`config.mk`:
```
export PLATFORM = sky130hd
export DESIGN_NAME = servo_command_frame_parser_unit
export DESIGN_NICKNAME = d
export VERILOG_FILES = /design/src/rtl/core/sfp_pkg.sv /design/src/rtl/core/servo_command_frame_parser_unit.sv /design/src/rtl/core/sfp_frame_store.sv /design/src/rtl/core/sfp_decode.sv
export SDC_FILE = /design/constraint.sdc
export NUM_CORES = 1
export LEC_CHECK = 0
export BUFFER_PORTS_ARGS = -buffer_cell sky130_fd_sc_hd__buf_2
export CAP_MARGIN = 20
export CORE_MARGIN = 5
export CORE_UTILIZATION = 40
export CTS_CLUSTER_SIZE = 20
export DETAILED_ROUTE_END_ITERATION = 12
export GPL_ROUTABILITY_DRIVEN = 1
export GPL_TIMING_DRIVEN = 0
export HOLD_SLACK_MARGIN = 0.12
export PLACE_DENSITY = 0.63
export SYNTH_ARGS = -nofsm -noshare
export SYNTH_HDL_FRONTEND = slang
export SYNTH_SLANG_ARGS = --single-unit
```
`constraint.sdc`:
```
create_clock -name clk -period 4.7 [get_ports clk]
set_clock_uncertainty 0.05 [all_clocks]
set_input_delay 0 -clock clk [delete_from_list [all_inputs] [get_ports clk]]
set_output_delay 0 -clock clk [all_outputs]
set_load 0.05 [all_outputs]
```
`src/rtl/core/sfp_pkg.sv`:
```
package sfp_pkg;

	localparam int FRAME_SLOTS_DEF = 10;
	localparam int SLOT_W          = 4;
	localparam int STORE_DEPTH     = 4;

	typedef logic [7:0] byte_t;
	typedef byte_t [STORE_DEPTH-1:0] frame_t;

	localparam byte_t CHAR_SLASH  = 8'h2f;
	localparam byte_t CHAR_ZERO   = 8'h30;
	localparam byte_t CHAR_NINE   = 8'h39;
	localparam byte_t CHAR_FIRST  = 8'h41;
	localparam byte_t CHAR_LAST   = 8'h46;

	localparam logic [2:0] CH_C = 3'd2;
	localparam logic [2:0] CH_F = 3'd5;

	localparam logic [9:0] CMP_BASE = 10'd130;
	localparam logic [9:0] CMP_OFFS = 10'd80;
	localparam logic [9:0] CMP_STD  = 10'd100;

	localparam logic [6:0] SEG_ZERO = 7'h3f;

	typedef struct packed {
		logic [2:0] channel;
		logic [7:0] compare_value;
		logic [9:0] degree;
		logic [6:0] seg_thousands;
		logic [6:0] seg_hundreds;
		logic [6:0] seg_tens;
		logic [6:0] seg_units;
	} res_t;

	function automatic logic is_digit(input byte_t c);
		return (c >= CHAR_ZERO) && (c <= CHAR_NINE);
	endfunction

	function automatic logic [6:0] seg_code(input logic [3:0] d);
		logic [6:0] s;
		case (d)
			4'd0: s = 7'h3f;
			4'd1: s = 7'h06;
			4'd2: s = 7'h5b;
			4'd3: s = 7'h4f;
			4'd4: s = 7'h66;
			4'd5: s = 7'h6d;
			4'd6: s = 7'h7d;
			4'd7: s = 7'h27;
			4'd8: s = 7'h7f;
			4'd9: s = 7'h6f;
			default: s = 7'h00;
		endcase
		return s;
	endfunction

endpackage

```
`src/rtl/core/servo_command_frame_parser_unit.sv`:
```
// Channel   Handshake            Payload
// input     in_valid / in_stall  rx_byte[7:0]
// output    out_valid / out_stall channel, compare_value, degree, seg_* codes
//
// One byte per cycle while in_stall is low; a '/' passes from the input register
// through decode into the result register, which then raises out_valid.
// Rate is set by the input register feeding decode into the result register.
// Reset clears the frame store, slot index and both valid flags.
// A stalled result blocks only a '/' that completes a good frame; other bytes
// keep flowing into the frame store.
module servo_command_frame_parser_unit #(
	parameter int FRAME_SLOTS = sfp_pkg::FRAME_SLOTS_DEF
) (
	input  logic       clk,
	input  logic       arst_n,
	input  logic       in_valid,
	output logic       in_stall,
	input  logic [7:0] rx_byte,
	output logic       out_valid,
	input  logic       out_stall,
	output logic [2:0] channel,
	output logic [7:0] compare_value,
	output logic [9:0] degree,
	output logic [6:0] seg_thousands,
	output logic [6:0] seg_hundreds,
	output logic [6:0] seg_tens,
	output logic [6:0] seg_units
);

	logic            valid_s1;
	sfp_pkg::byte_t  rx_s1;
	logic            advance;
	logic            hit;
	sfp_pkg::frame_t frame_nx;
	sfp_pkg::res_t   res;
	sfp_pkg::res_t   res_q;
	logic            res_valid_q;

	sfp_frame_store #(
		.FRAME_SLOTS(FRAME_SLOTS)
	) u_store (
		.clk     (clk),
		.arst_n  (arst_n),
		.wr_en   (advance),
		.rx_data (rx_s1),
		.frame_nx(frame_nx)
	);

	sfp_decode u_decode (
		.frame  (frame_nx),
		.rx_data(rx_s1),
		.hit    (hit),
		.res    (res)
	);

	// hold a result-producing byte only while the result slot is stuck
	assign advance  = valid_s1 && (!hit || !res_valid_q || !out_stall);
	assign in_stall = valid_s1 && !advance;

	always_ff @(posedge clk or negedge arst_n) begin
		if (!arst_n) begin
			valid_s1 <= 1'b0;
		end else if (!in_stall) begin
			valid_s1 <= in_valid;
		end
	end

	always_ff @(posedge clk) begin
		if (in_valid && !in_stall) begin
			rx_s1 <= rx_byte;
		end
	end

	always_ff @(posedge clk or negedge arst_n) begin
		if (!arst_n) begin
			res_valid_q <= 1'b0;
		end else if (advance && hit) begin
			res_valid_q <= 1'b1;
		end else if (!out_stall) begin
			res_valid_q <= 1'b0;
		end
	end

	always_ff @(posedge clk) begin
		if (advance && hit) begin
			res_q <= res;
		end
	end

	assign out_valid     = res_valid_q;
	assign channel       = res_q.channel;
	assign compare_value = res_q.compare_value;
	assign degree        = res_q.degree;
	assign seg_thousands = res_q.seg_thousands;
	assign seg_hundreds  = res_q.seg_hundreds;
	assign seg_tens      = res_q.seg_tens;
	assign seg_units     = res_q.seg_units;

	a_no_overwrite: assert property (@(posedge clk) disable iff (!arst_n)
		!(advance && hit && res_valid_q && out_stall))
		else $error("pending result overwritten");

	a_accept_loads: assert property (@(posedge clk) disable iff (!arst_n)
		in_valid && !in_stall |=> valid_s1)
		else $error("accepted request lost at input register");

	a_result_range: assert property (@(posedge clk) disable iff (!arst_n)
		out_valid |-> degree <= 10'd999 && channel <= sfp_pkg::CH_F
			&& seg_thousands == sfp_pkg::SEG_ZERO)
		else $error("result fields out of range");

endmodule

```
`src/rtl/core/sfp_frame_store.sv`:
```
module sfp_frame_store #(
	parameter int FRAME_SLOTS = sfp_pkg::FRAME_SLOTS_DEF
) (
	input  logic           clk,
	input  logic           arst_n,
	input  logic           wr_en,
	input  sfp_pkg::byte_t rx_data,
	output sfp_pkg::frame_t frame_nx
);

	localparam logic [sfp_pkg::SLOT_W-1:0] LAST_SLOT = sfp_pkg::SLOT_W'(FRAME_SLOTS - 1);

	sfp_pkg::frame_t              frame_q;
	logic [sfp_pkg::SLOT_W-1:0]   slot_q;

	// frame as it stands once the current byte is stored
	always_comb begin
		frame_nx = frame_q;
		if (slot_q < sfp_pkg::SLOT_W'(sfp_pkg::STORE_DEPTH)) begin
			frame_nx[slot_q[1:0]] = rx_data;
		end
	end

	always_ff @(posedge clk or negedge arst_n) begin
		if (!arst_n) begin
			frame_q <= '0;
			slot_q  <= '0;
		end else if (wr_en) begin
			frame_q <= frame_nx;
			if (rx_data == sfp_pkg::CHAR_SLASH || slot_q >= LAST_SLOT) begin
				slot_q <= '0;
			end else begin
				slot_q <= slot_q + sfp_pkg::SLOT_W'(1);
			end
		end
	end

	a_slot_range: assert property (@(posedge clk) disable iff (!arst_n)
		slot_q <= LAST_SLOT)
		else $error("slot index past last slot");

	a_slash_restart: assert property (@(posedge clk) disable iff (!arst_n)
		wr_en && rx_data == sfp_pkg::CHAR_SLASH |=> slot_q == '0)
		else $error("slot index did not restart after frame end");

endmodule

```
`src/rtl/core/sfp_decode.sv`:
```
module sfp_decode (
	input  sfp_pkg::frame_t frame,
	input  sfp_pkg::byte_t  rx_data,
	output logic            hit,
	output sfp_pkg::res_t   res
);

	logic [3:0] h, t, u;
	logic [9:0] deg;
	logic [2:0] ch;
	logic       letter_ok;
	logic       digits_ok;

	always_comb begin
		letter_ok = (frame[0] >= sfp_pkg::CHAR_FIRST) && (frame[0] <= sfp_pkg::CHAR_LAST);
		digits_ok = sfp_pkg::is_digit(frame[1]) && sfp_pkg::is_digit(frame[2])
			&& sfp_pkg::is_digit(frame[3]);
		hit = (rx_data == sfp_pkg::CHAR_SLASH) && letter_ok && digits_ok;

		ch = 3'(frame[0] - sfp_pkg::CHAR_FIRST);
		h  = 4'(frame[1] - sfp_pkg::CHAR_ZERO);
		t  = 4'(frame[2] - sfp_pkg::CHAR_ZERO);
		u  = 4'(frame[3] - sfp_pkg::CHAR_ZERO);
		deg = 10'(h) * 10'd100 + 10'(t) * 10'd10 + 10'(u);

		res.channel = ch;
		res.degree  = deg;
		// compare value wraps mod 256
		case (ch)
			sfp_pkg::CH_C: res.compare_value = 8'(sfp_pkg::CMP_BASE + sfp_pkg::CMP_OFFS - deg);
			sfp_pkg::CH_F: res.compare_value = 8'(deg + sfp_pkg::CMP_OFFS);
			default:       res.compare_value = 8'(sfp_pkg::CMP_BASE + sfp_pkg::CMP_STD - deg);
		endcase
		res.seg_thousands = sfp_pkg::SEG_ZERO;
		res.seg_hundreds  = sfp_pkg::seg_code(h);
		res.seg_tens      = sfp_pkg::seg_code(t);
		res.seg_units     = sfp_pkg::seg_code(u);
	end

endmodule
```
==> metrics.txt, run 1 <==
# TYPE chip_impl_metric gauge
chip_impl_metric{name="worst_setup_hold_path_clk_slew",unit="ps"} 70
chip_impl_metric{name="syn-cell-area",unit="µm²"} 5360
chip_impl_info{name="tritoncts",value="yes"} 1
chip_impl_metric{name="max_freq",unit="MHz"} 226
chip_impl_info{name="crit_path_frequent_cell",value="sky130_fd_sc_hd__ha_1"} 1
chip_impl_info{name="clock-root-buffer",value="sky130_fd_sc_hd__clkbuf_16"} 1
chip_impl_metric{name="die_width",unit="µm"} 126
chip_impl_metric{name="ios",unit=""} 63
chip_impl_metric{name="die_height",unit="µm"} 126
chip_impl_metric{name="clkLatencyLatePin",unit="ps"} 350
chip_impl_metric{name="postSynthCellCount",unit=""} 458
chip_impl_metric{name="ys_ff_latch",unit=""} 87
chip_impl_metric{name="max_slew.worst_pin.slew",unit="ps"} 874
chip_impl_metric{name="rows",unit=""} 42
chip_impl_metric{name="io_buffer_count",unit=""} 55
chip_impl_metric{name="finalHoldViolations",unit=""} 0
chip_impl_metric{name="critPathArrivalTime",unit="ps"} 4470
chip_impl_info{name="start_kind",value="flip-flop"} 1
chip_impl_metric{name="detail_route.wl_per_cell",unit="µm"} 14.7
chip_impl_metric{name="critPathMaxStageDelay",unit="ps"} 560
chip_impl_metric{name="ant_nets",unit=""} 0
chip_impl_metric{name="ys_seq_area_share",unit="%"} 45.2
chip_impl_metric{name="setup_viol",unit=""} 0
chip_impl_metric{name="cts_max_path_buffers",unit=""} 2
chip_impl_metric{name="period_minus_slack",unit="ps"} 4430
chip_impl_metric{name="initial_utilization",unit="%"} 40.6
chip_impl_metric{name="synth.distinct_cells",unit=""} 65
chip_impl_metric{name="globalplace.congestion",unit=""} 0.846
chip_impl_metric{name="drv_slew",unit=""} 0
chip_impl_metric{name="timing.critical_path.buf_inv",unit=""} 4
chip_impl_info{name="run_status",value="finished, final reports clean"} 1
chip_impl_metric{name="timing.critical_path.fanout_max",unit=""} 8
chip_impl_info{name="crit_slowest_cell",value="sky130_fd_sc_hd__fa_1"} 1
chip_impl_info{name="path_delay_family",value="adder cells"} 1
chip_impl_metric{name="final_layout_size_suffix_gt1_share",unit="%"} 31.1
chip_impl_metric{name="num_antenna_cells",unit=""} 0
chip_impl_metric{name="cap_violations",unit=""} 0
chip_impl_metric{name="synth.avg_cell_area",unit="µm²"} 11.7
chip_impl_metric{name="gr-total-overflow",unit=""} 0
chip_impl_metric{name="maximum_level_of_the_cts_h_tree",unit=""} 3
chip_impl_metric{name="drc",unit=""} 0
chip_impl_metric{name="core_region_area",unit="µm²"} 13200
chip_impl_metric{name="track_usage",unit="%"} 14.2
chip_impl_info{name="setup.worst_path.end_class",value="flip-flop"} 1
chip_impl_metric{name="tritoncts.num_buffers",unit=""} 9
chip_impl_metric{name="timing.max_slew.rel_slack",unit="%"} 41.7
chip_impl_metric{name="nNetsFinal",unit=""} 629
chip_impl_metric{name="layout.cell_area.non_filler",unit="µm²"} 6500
chip_impl_metric{name="fp.dieArea",unit="µm²"} 15800
chip_impl_info{name="crit_chain",value="ha_1 -> nor3b_1 -> buf_4 -> mux2i_4 -> clkinv_2 -> fa_1 -> ha_1 -> inv_1 -> fa_1 -> xnor2_2 -> inv_1 -> ha_1 -> a21oi_1 -> nor2_1 -> o41ai_2 -> nand2b_1 -> a31oi_1 -> xor2_1"} 1
chip_impl_metric{name="routed_via_density",unit=""} 4.93
chip_impl_metric{name="number_of_clock_sinks",unit=""} 87
chip_impl_metric{name="post-route-util",unit="%"} 49.3
chip_impl_metric{name="final.period_utilization",unit="%"} 94.2
chip_impl_metric{name="grt_start_max_net_pins",unit=""} 39
chip_impl_metric{name="required",unit="ps"} 4740
chip_impl_metric{name="synth_async_sr_flop_share",unit="%"} 43.7
chip_impl_metric{name="synth-edff-count",unit=""} 49
chip_impl_metric{name="areaGrowthSynthToFinish",unit="%"} 21.4
chip_impl_info{name="unrepaired_setup_endpoints_after_global_routing",value="false"} 1
chip_impl_info{name="timing.setup.critical_path_class",value="reg -> reg"} 1
chip_impl_metric{name="route.vias.total",unit=""} 3640
chip_impl_metric{name="postPlaceCellArea",unit="µm²"} 5890
chip_impl_metric{name="grt_antenna_before_repair",unit=""} 0
chip_impl_info{name="dominantRegCellSynth",value="sky130_fd_sc_hd__edfxtp_1"} 1
chip_impl_metric{name="detailed_place_hpwl",unit="µm"} 7920
chip_impl_info{name="hold_path.class",value="in -> async"} 1
chip_impl_metric{name="via_count_of_the_first_global_routing_pass",unit=""} 3642
chip_impl_metric{name="ys.warnings.count",unit=""} 0
chip_impl_metric{name="drtIter0Drc",unit=""} 207
chip_impl_metric{name="grt_pass1_wl",unit="µm"} 18000
chip_impl_metric{name="postRouteWirelength",unit="µm"} 10800
chip_impl_metric{name="drt_first_pass_iters",unit=""} 4
-- layout make-up --
type | count | area, µm²
plain buffers | 20 | 148
clock buffers | 9 | 225
clock inverters | 7 | 47.5
fillers | 1168 | 6690
inverters | 38 | 148
multi-input cells | 318 | 2770
flip-flops and latches | 87 | 2420
well taps | 176 | 220
repair buffers | 83 | 526
-- path summary, 6_finish.rpt --
| kind | start | cells past startpoint | endpoint | slack [ps] |
|---|---|---|---|---|
| max in group asynchronous | arst_n | 2 | out_valid | 3790 |
| worst max register to register | u_store.slot_q[0] | 18 | compare_value[7] | 270 |
| worst min register to register | u_store.frame_q[12] | 1 | u_store.frame_q[12] | 450 |
| min in group clk | rx_byte[4] | 2 | rx_s1[4] | 320 |
| worst max-delay path | u_store.slot_q[0] | 18 | compare_value[7] | 270 |
| worst min-delay path | arst_n | 2 | u_store.frame_q[31] | 250 |
-- per-stage QoR --
step | setup WS [ps] | instances | hold slack [ps] | TNS (ps)
CTS | 27.4 | 722 | 282 | 0
floorplan | 141 | 463 | -346 | 0
detailed placement | -465 | 695 | 124 | -3510
finish | 271 | 738 | 252 | 0
global route | 31.4 | 738 | 314 | 0
global placement | -955 | 694 | 115 | -39930
-- cell families after synthesis --
kind of cell	Yosys count	synth area share (%)
compound gates	68	7.97
xor+xnor	16	2.62
buf+inv	58	5.42
simple gates	111	11.9
other cells	2	0.140
fa+ha+maj	60	14.7
mux	56	12.1
flops	87	45.2
-- cell usage after synthesis, types with 3 or more instances --
cell                       number  area, µm²
sky130_fd_sc_hd__a21oi_1       22        110
sky130_fd_sc_hd__a31oi_1        5       31.3
sky130_fd_sc_hd__and2_1         5       31.3
sky130_fd_sc_hd__buf_4         10       75.1
sky130_fd_sc_hd__buf_6          3       33.8
sky130_fd_sc_hd__clkbuf_1       5       18.8
sky130_fd_sc_hd__dfrtp_1       38        951
sky130_fd_sc_hd__edfxtp_1      49       1470
sky130_fd_sc_hd__fa_1           5        100
sky130_fd_sc_hd__ha_1          55        688
sky130_fd_sc_hd__inv_1         34        128
sky130_fd_sc_hd__mux2_2        32        360
sky130_fd_sc_hd__mux2_4         9        135
sky130_fd_sc_hd__mux2i_1       15        150
sky130_fd_sc_hd__nand2_1       24       90.1
sky130_fd_sc_hd__nand2b_1       6       37.5
sky130_fd_sc_hd__nand3b_1       6       45.0
sky130_fd_sc_hd__nor2_1        24       90.1
sky130_fd_sc_hd__nor2b_1        8       50.1
sky130_fd_sc_hd__nor3_1         4       20.0
sky130_fd_sc_hd__nor4_1         5       31.3
sky130_fd_sc_hd__o21ai_0       21        105
sky130_fd_sc_hd__o22ai_1        3       18.8
sky130_fd_sc_hd__or2_2          3       18.8
sky130_fd_sc_hd__xnor2_1       12        105
sky130_fd_sc_hd__xor2_1         4       35.0
-- placed cells by master (no fill, tap or decap), types with 11 or more instances in the layout --
| master | n |
|---|---|
| sky130_fd_sc_hd__buf_2 | 55 |
| sky130_fd_sc_hd__ha_1 | 54 |
| sky130_fd_sc_hd__edfxtp_1 | 49 |
| sky130_fd_sc_hd__dfrtp_1 | 38 |
| sky130_fd_sc_hd__inv_1 | 32 |
| sky130_fd_sc_hd__mux2_2 | 31 |
| sky130_fd_sc_hd__buf_4 | 26 |
| sky130_fd_sc_hd__nor2_1 | 24 |
| sky130_fd_sc_hd__nand2_1 | 24 |
| sky130_fd_sc_hd__a21oi_1 | 22 |
| sky130_fd_sc_hd__o21ai_0 | 21 |
| sky130_fd_sc_hd__dlygate4sd3_1 | 11 |
-- timing repair --
| action | in CTS | in global routing |
|---|---|---|
| buffers inserted | 0 | 16 |
| gates resized for setup | 13 | 7 |
| pin swaps | 0 | 2 |
| hold endpoints to repair | 50 | 0 |
| setup endpoints to repair | 51 | 51 |
| hold buffers | 11 | 0 |
-- state kept, by name, summed over array words and instances (netlist names) --
register and flops:
channel 3, degree 9, rx_s1 8, valid_s1 1
out_valid 1, u_store.frame_q 32, seg_units 7, seg_hundreds 7
u_store.slot_q 4, compare_value 8, seg_tens 7
-- metal layers --
layer | track usage, % | vias to the layer above | part of all wire (%)
met5 | 0 | - | 0
met4 | 5.74 | 0 | 1.7
met3 | 3.77 | 18 | 4.6
met2 | 23.6 | 73 | 49
met1 | 17.5 | 1738 | 44
li1 | - | 1811 | -
Power of run 1 is left out: the tool's default activity adds up to more than one toggle a clock period on the data nets, which glitch-free logic cannot reach.
==> run 2: changes to the inputs <==
- ABC_AREA: unset -> 1
- PLACE_DENSITY: 0.63 -> 0.62
==> metrics.txt, run 2 <==
# TYPE chip_impl_metric gauge
chip_impl_info{name="netlist.top_cell.by_area",value="sky130_fd_sc_hd__edfxtp_1"} 1
chip_impl_metric{name="final.period_utilization",unit="%"} 95.0
chip_impl_metric{name="syn-cell-area",unit="µm²"} 5620
chip_impl_info{name="hold_path.class",value="in -> async"} 1
chip_impl_metric{name="ys_ff_latch",unit=""} 87
chip_impl_metric{name="grt_antenna_before_repair",unit=""} 0
chip_impl_metric{name="initial_utilization",unit="%"} 40.6
chip_impl_info{name="crit_path_start",value="u_store.slot_q[0]"} 1
chip_impl_metric{name="detail_route.wl_per_cell",unit="µm"} 13.8
chip_impl_metric{name="globalplace.congestion",unit=""} 0.879
chip_impl_metric{name="grt_pass1_wl",unit="µm"} 21500
chip_impl_metric{name="core_region_area",unit="µm²"} 13800
chip_impl_metric{name="grt_start_max_net_pins",unit=""} 39
chip_impl_metric{name="drtIter0Drc",unit=""} 307
chip_impl_metric{name="finalHoldViolations",unit=""} 0
chip_impl_info{name="post_synth_main_area_contributors",value="sky130_fd_sc_hd__edfxtp_1, sky130_fd_sc_hd__dfrtp_1, sky130_fd_sc_hd__nand2_1, sky130_fd_sc_hd__ha_1, sky130_fd_sc_hd__nand3_1"} 1
chip_impl_info{name="worst_r2r_startpoint",value="u_store.slot_q[0]"} 1
chip_impl_metric{name="max_slew.worst_pin.slew",unit="ps"} 873
chip_impl_metric{name="max_freq",unit="MHz"} 224
chip_impl_metric{name="synth_top_area_share",unit="%"} 26.2
chip_impl_metric{name="gr-total-overflow",unit=""} 0
chip_impl_metric{name="ios",unit=""} 63
chip_impl_info{name="tritoncts",value="yes"} 1
chip_impl_info{name="start_kind",value="flip-flop"} 1
chip_impl_info{name="layout_common_cells",value="sky130_fd_sc_hd__nand2_1, sky130_fd_sc_hd__inv_1, sky130_fd_sc_hd__nand3_1"} 1
chip_impl_metric{name="worst_setup_hold_path_clk_slew",unit="ps"} 60
chip_impl_info{name="setup.worst_path.end_class",value="flip-flop"} 1
chip_impl_metric{name="final_layout_size_suffix_gt1_share",unit="%"} 15.6
chip_impl_metric{name="seq_cell_area",unit="µm²"} 2420
chip_impl_info{name="run_status",value="finished, final reports clean"} 1
chip_impl_metric{name="required",unit="ps"} 4750
chip_impl_info{name="leading_registers_by_flop_count",value="u_store.frame_q (32), degree (9)"} 1
chip_impl_metric{name="route.vias.total",unit=""} 4568
chip_impl_metric{name="timing.critical_path.fanout_max",unit=""} 10
chip_impl_info{name="mostFrequentLayoutCell",value="sky130_fd_sc_hd__nand2_1"} 1
chip_impl_metric{name="synth-edff-count",unit=""} 49
chip_impl_metric{name="ys_seq_area_share",unit="%"} 43.1
chip_impl_metric{name="via_count_of_the_first_global_routing_pass",unit=""} 4537
chip_impl_metric{name="drt_first_pass_iters",unit=""} 5
chip_impl_metric{name="nFillCells",unit=""} 1325
chip_impl_metric{name="detailed_place_hpwl",unit="µm"} 9750
chip_impl_metric{name="number_of_clock_sinks",unit=""} 87
chip_impl_info{name="unrepaired_setup_endpoints_after_global_routing",value="true"} 1
chip_impl_metric{name="placedCellCount",unit=""} 917
chip_impl_metric{name="die_height",unit="µm"} 129
chip_impl_metric{name="setup_viol",unit=""} 0
chip_impl_metric{name="fp.dieArea",unit="µm²"} 16500
chip_impl_info{name="clock-root-buffer",value="sky130_fd_sc_hd__clkbuf_16"} 1
chip_impl_metric{name="maximum_level_of_the_cts_h_tree",unit=""} 3
chip_impl_metric{name="postPlaceCellArea",unit="µm²"} 6170
chip_impl_metric{name="instances_no_fill",unit=""} 944
chip_impl_metric{name="ys.warnings.count",unit=""} 0
chip_impl_metric{name="postSynthCellCount",unit=""} 676
chip_impl_metric{name="clkLatencyLatePin",unit="ps"} 340
chip_impl_metric{name="drv_slew",unit=""} 0
chip_impl_metric{name="synth_async_sr_flop_share",unit="%"} 43.7
chip_impl_metric{name="timing.max_slew.rel_slack",unit="%"} 41.8
chip_impl_info{name="synth_common_cells",value="sky130_fd_sc_hd__nand2_1, sky130_fd_sc_hd__inv_1, sky130_fd_sc_hd__nand3_1"} 1
chip_impl_metric{name="multi_input_comb_area",unit="µm²"} 2760
chip_impl_metric{name="cts_max_path_buffers",unit=""} 2
chip_impl_info{name="dominantRegCellSynth",value="sky130_fd_sc_hd__edfxtp_1"} 1
chip_impl_metric{name="period_minus_slack",unit="ps"} 4470
chip_impl_metric{name="die_width",unit="µm"} 129
chip_impl_metric{name="tritoncts.num_buffers",unit=""} 9
chip_impl_metric{name="largest_register_ffs",unit=""} 32
chip_impl_metric{name="nNetsFinal",unit=""} 831
chip_impl_info{name="yosysMostFrequentCell",value="sky130_fd_sc_hd__nand2_1"} 1
chip_impl_metric{name="critPathArrivalTime",unit="ps"} 4510
chip_impl_metric{name="ant_nets",unit=""} 0
chip_impl_info{name="largest_register",value="u_store.frame_q"} 1
chip_impl_metric{name="rows",unit=""} 43
chip_impl_metric{name="postRouteWirelength",unit="µm"} 13000
chip_impl_metric{name="io_buffer_count",unit=""} 55
chip_impl_info{name="timing.setup.critical_path_class",value="reg -> reg"} 1
chip_impl_metric{name="layout.cell_area.non_filler",unit="µm²"} 6660
chip_impl_metric{name="num_antenna_cells",unit=""} 0
chip_impl_metric{name="areaGrowthSynthToFinish",unit="%"} 18.4
chip_impl_metric{name="synth.avg_cell_area",unit="µm²"} 8.31
chip_impl_metric{name="cap_violations",unit=""} 0
chip_impl_metric{name="routed_via_density",unit=""} 4.84
chip_impl_metric{name="synth.distinct_cells",unit=""} 35
chip_impl_metric{name="track_usage",unit="%"} 16.3
chip_impl_metric{name="drc",unit=""} 0
-- run 2: cell types whose count changed after synthesis, moves of 6 or more --
cell                       previous run  this run
sky130_fd_sc_hd__a21oi_1             22        13
sky130_fd_sc_hd__inv_1               34        92
sky130_fd_sc_hd__mux2_2              32         0
sky130_fd_sc_hd__mux2_4               9         0
sky130_fd_sc_hd__mux2i_1             15         0
sky130_fd_sc_hd__nand2_1             24       202
sky130_fd_sc_hd__nand2_2              0         7
sky130_fd_sc_hd__nand2b_1             6         0
sky130_fd_sc_hd__nand3_1              2        72
sky130_fd_sc_hd__nor2_1              24        33
sky130_fd_sc_hd__nor2b_1              8         0
sky130_fd_sc_hd__o21ai_0             21        30
-- run 2: repair_timing --
action | 4_1_cts | 5_1_grt
hold buffers | 11 | 0
gates resized for setup | 7 | 11
endpoints found under the hold margin | 48 | 0
pin swaps | 0 | 3
setup endpoints to repair | 8 | 15
buffers inserted | 0 | 1
-- run 2: cell type report --
class,count,share of cell area (%)
buffer,25,2.61
clock buffer,10,3.59
clock inverter,6,0.902
inverter,94,5.36
multi-input combinational,474,41.4
sequential,87,36.4
tap,180,3.38
timing repair buffer,68,6.32
-- run 2: metal layers --
| layer | GRT usage [%] | routed length (µm) |
|---|---|---|
| met4 | 4.51 | 131 |
| met2 | 28.4 | 6570 |
| met5 | 0 | 0 |
| met1 | 20.2 | 5660 |
| met3 | 3.78 | 671 |
-- run 2: worst paths after layout --
kind | end | slack, ps | cells after the start
hold / removal | u_store.slot_q[3] | 260 | 2
setup / recovery | compare_value[6] | 230 | 21
hold reg to reg | u_store.frame_q[24] | 420 | 2
setup reg to reg | compare_value[6] | 230 | 21
min in group clk | rx_s1[1] | 310 | 2
max in group asynchronous | u_store.slot_q[0] | 3750 | 2
-- run 2: stage by stage --
stage	hold WS [ps]	setup TNS, ps	setup slack (ps)	util, %
detailed placement	125	-2250	-668	44.6
CTS	286	0	21.9	47.7
finish	258	0	234	48.1
floorplan	-346	0	204	-
global placement	123	-16790	-534	44.4
global route	301	-71.6	-48.9	48.1
-- run 2: worst max-delay path: stages, from the launching register on --
cell and delay [ps]:
sky130_fd_sc_hd__dfrtp_2 450, sky130_fd_sc_hd__inv_1 140, sky130_fd_sc_hd__ha_4 220, sky130_fd_sc_hd__nand2_4 120
sky130_fd_sc_hd__o21ai_4 190, sky130_fd_sc_hd__inv_2 120, sky130_fd_sc_hd__ha_1 290, sky130_fd_sc_hd__ha_1 160
sky130_fd_sc_hd__inv_1 60, sky130_fd_sc_hd__fa_1 490, sky130_fd_sc_hd__inv_1 50, sky130_fd_sc_hd__ha_1 320
sky130_fd_sc_hd__ha_4 290, sky130_fd_sc_hd__inv_1 60, sky130_fd_sc_hd__xor2_2 180, sky130_fd_sc_hd__ha_1 350
sky130_fd_sc_hd__inv_1 110, sky130_fd_sc_hd__o21bai_1 90, sky130_fd_sc_hd__a31oi_1 160, sky130_fd_sc_hd__nand2_1 100
sky130_fd_sc_hd__a21oi_1 150, sky130_fd_sc_hd__nor2_1 50
-- run 2: cells by family after synthesis --
group / after synthesis / share of synthesized area [%]
AND/OR/NAND/NOR: 330 / 24.9
buffers and inverters: 120 / 9.44
flip-flops: 87 / 43.1
AO/OA/AOI/OAI: 62 / 6.03
adder cells (fa/ha/maj): 60 / 14.0
XOR/XNOR: 15 / 2.34
other: 2 / 0.134
Power of run 2 is left out for the same reason.
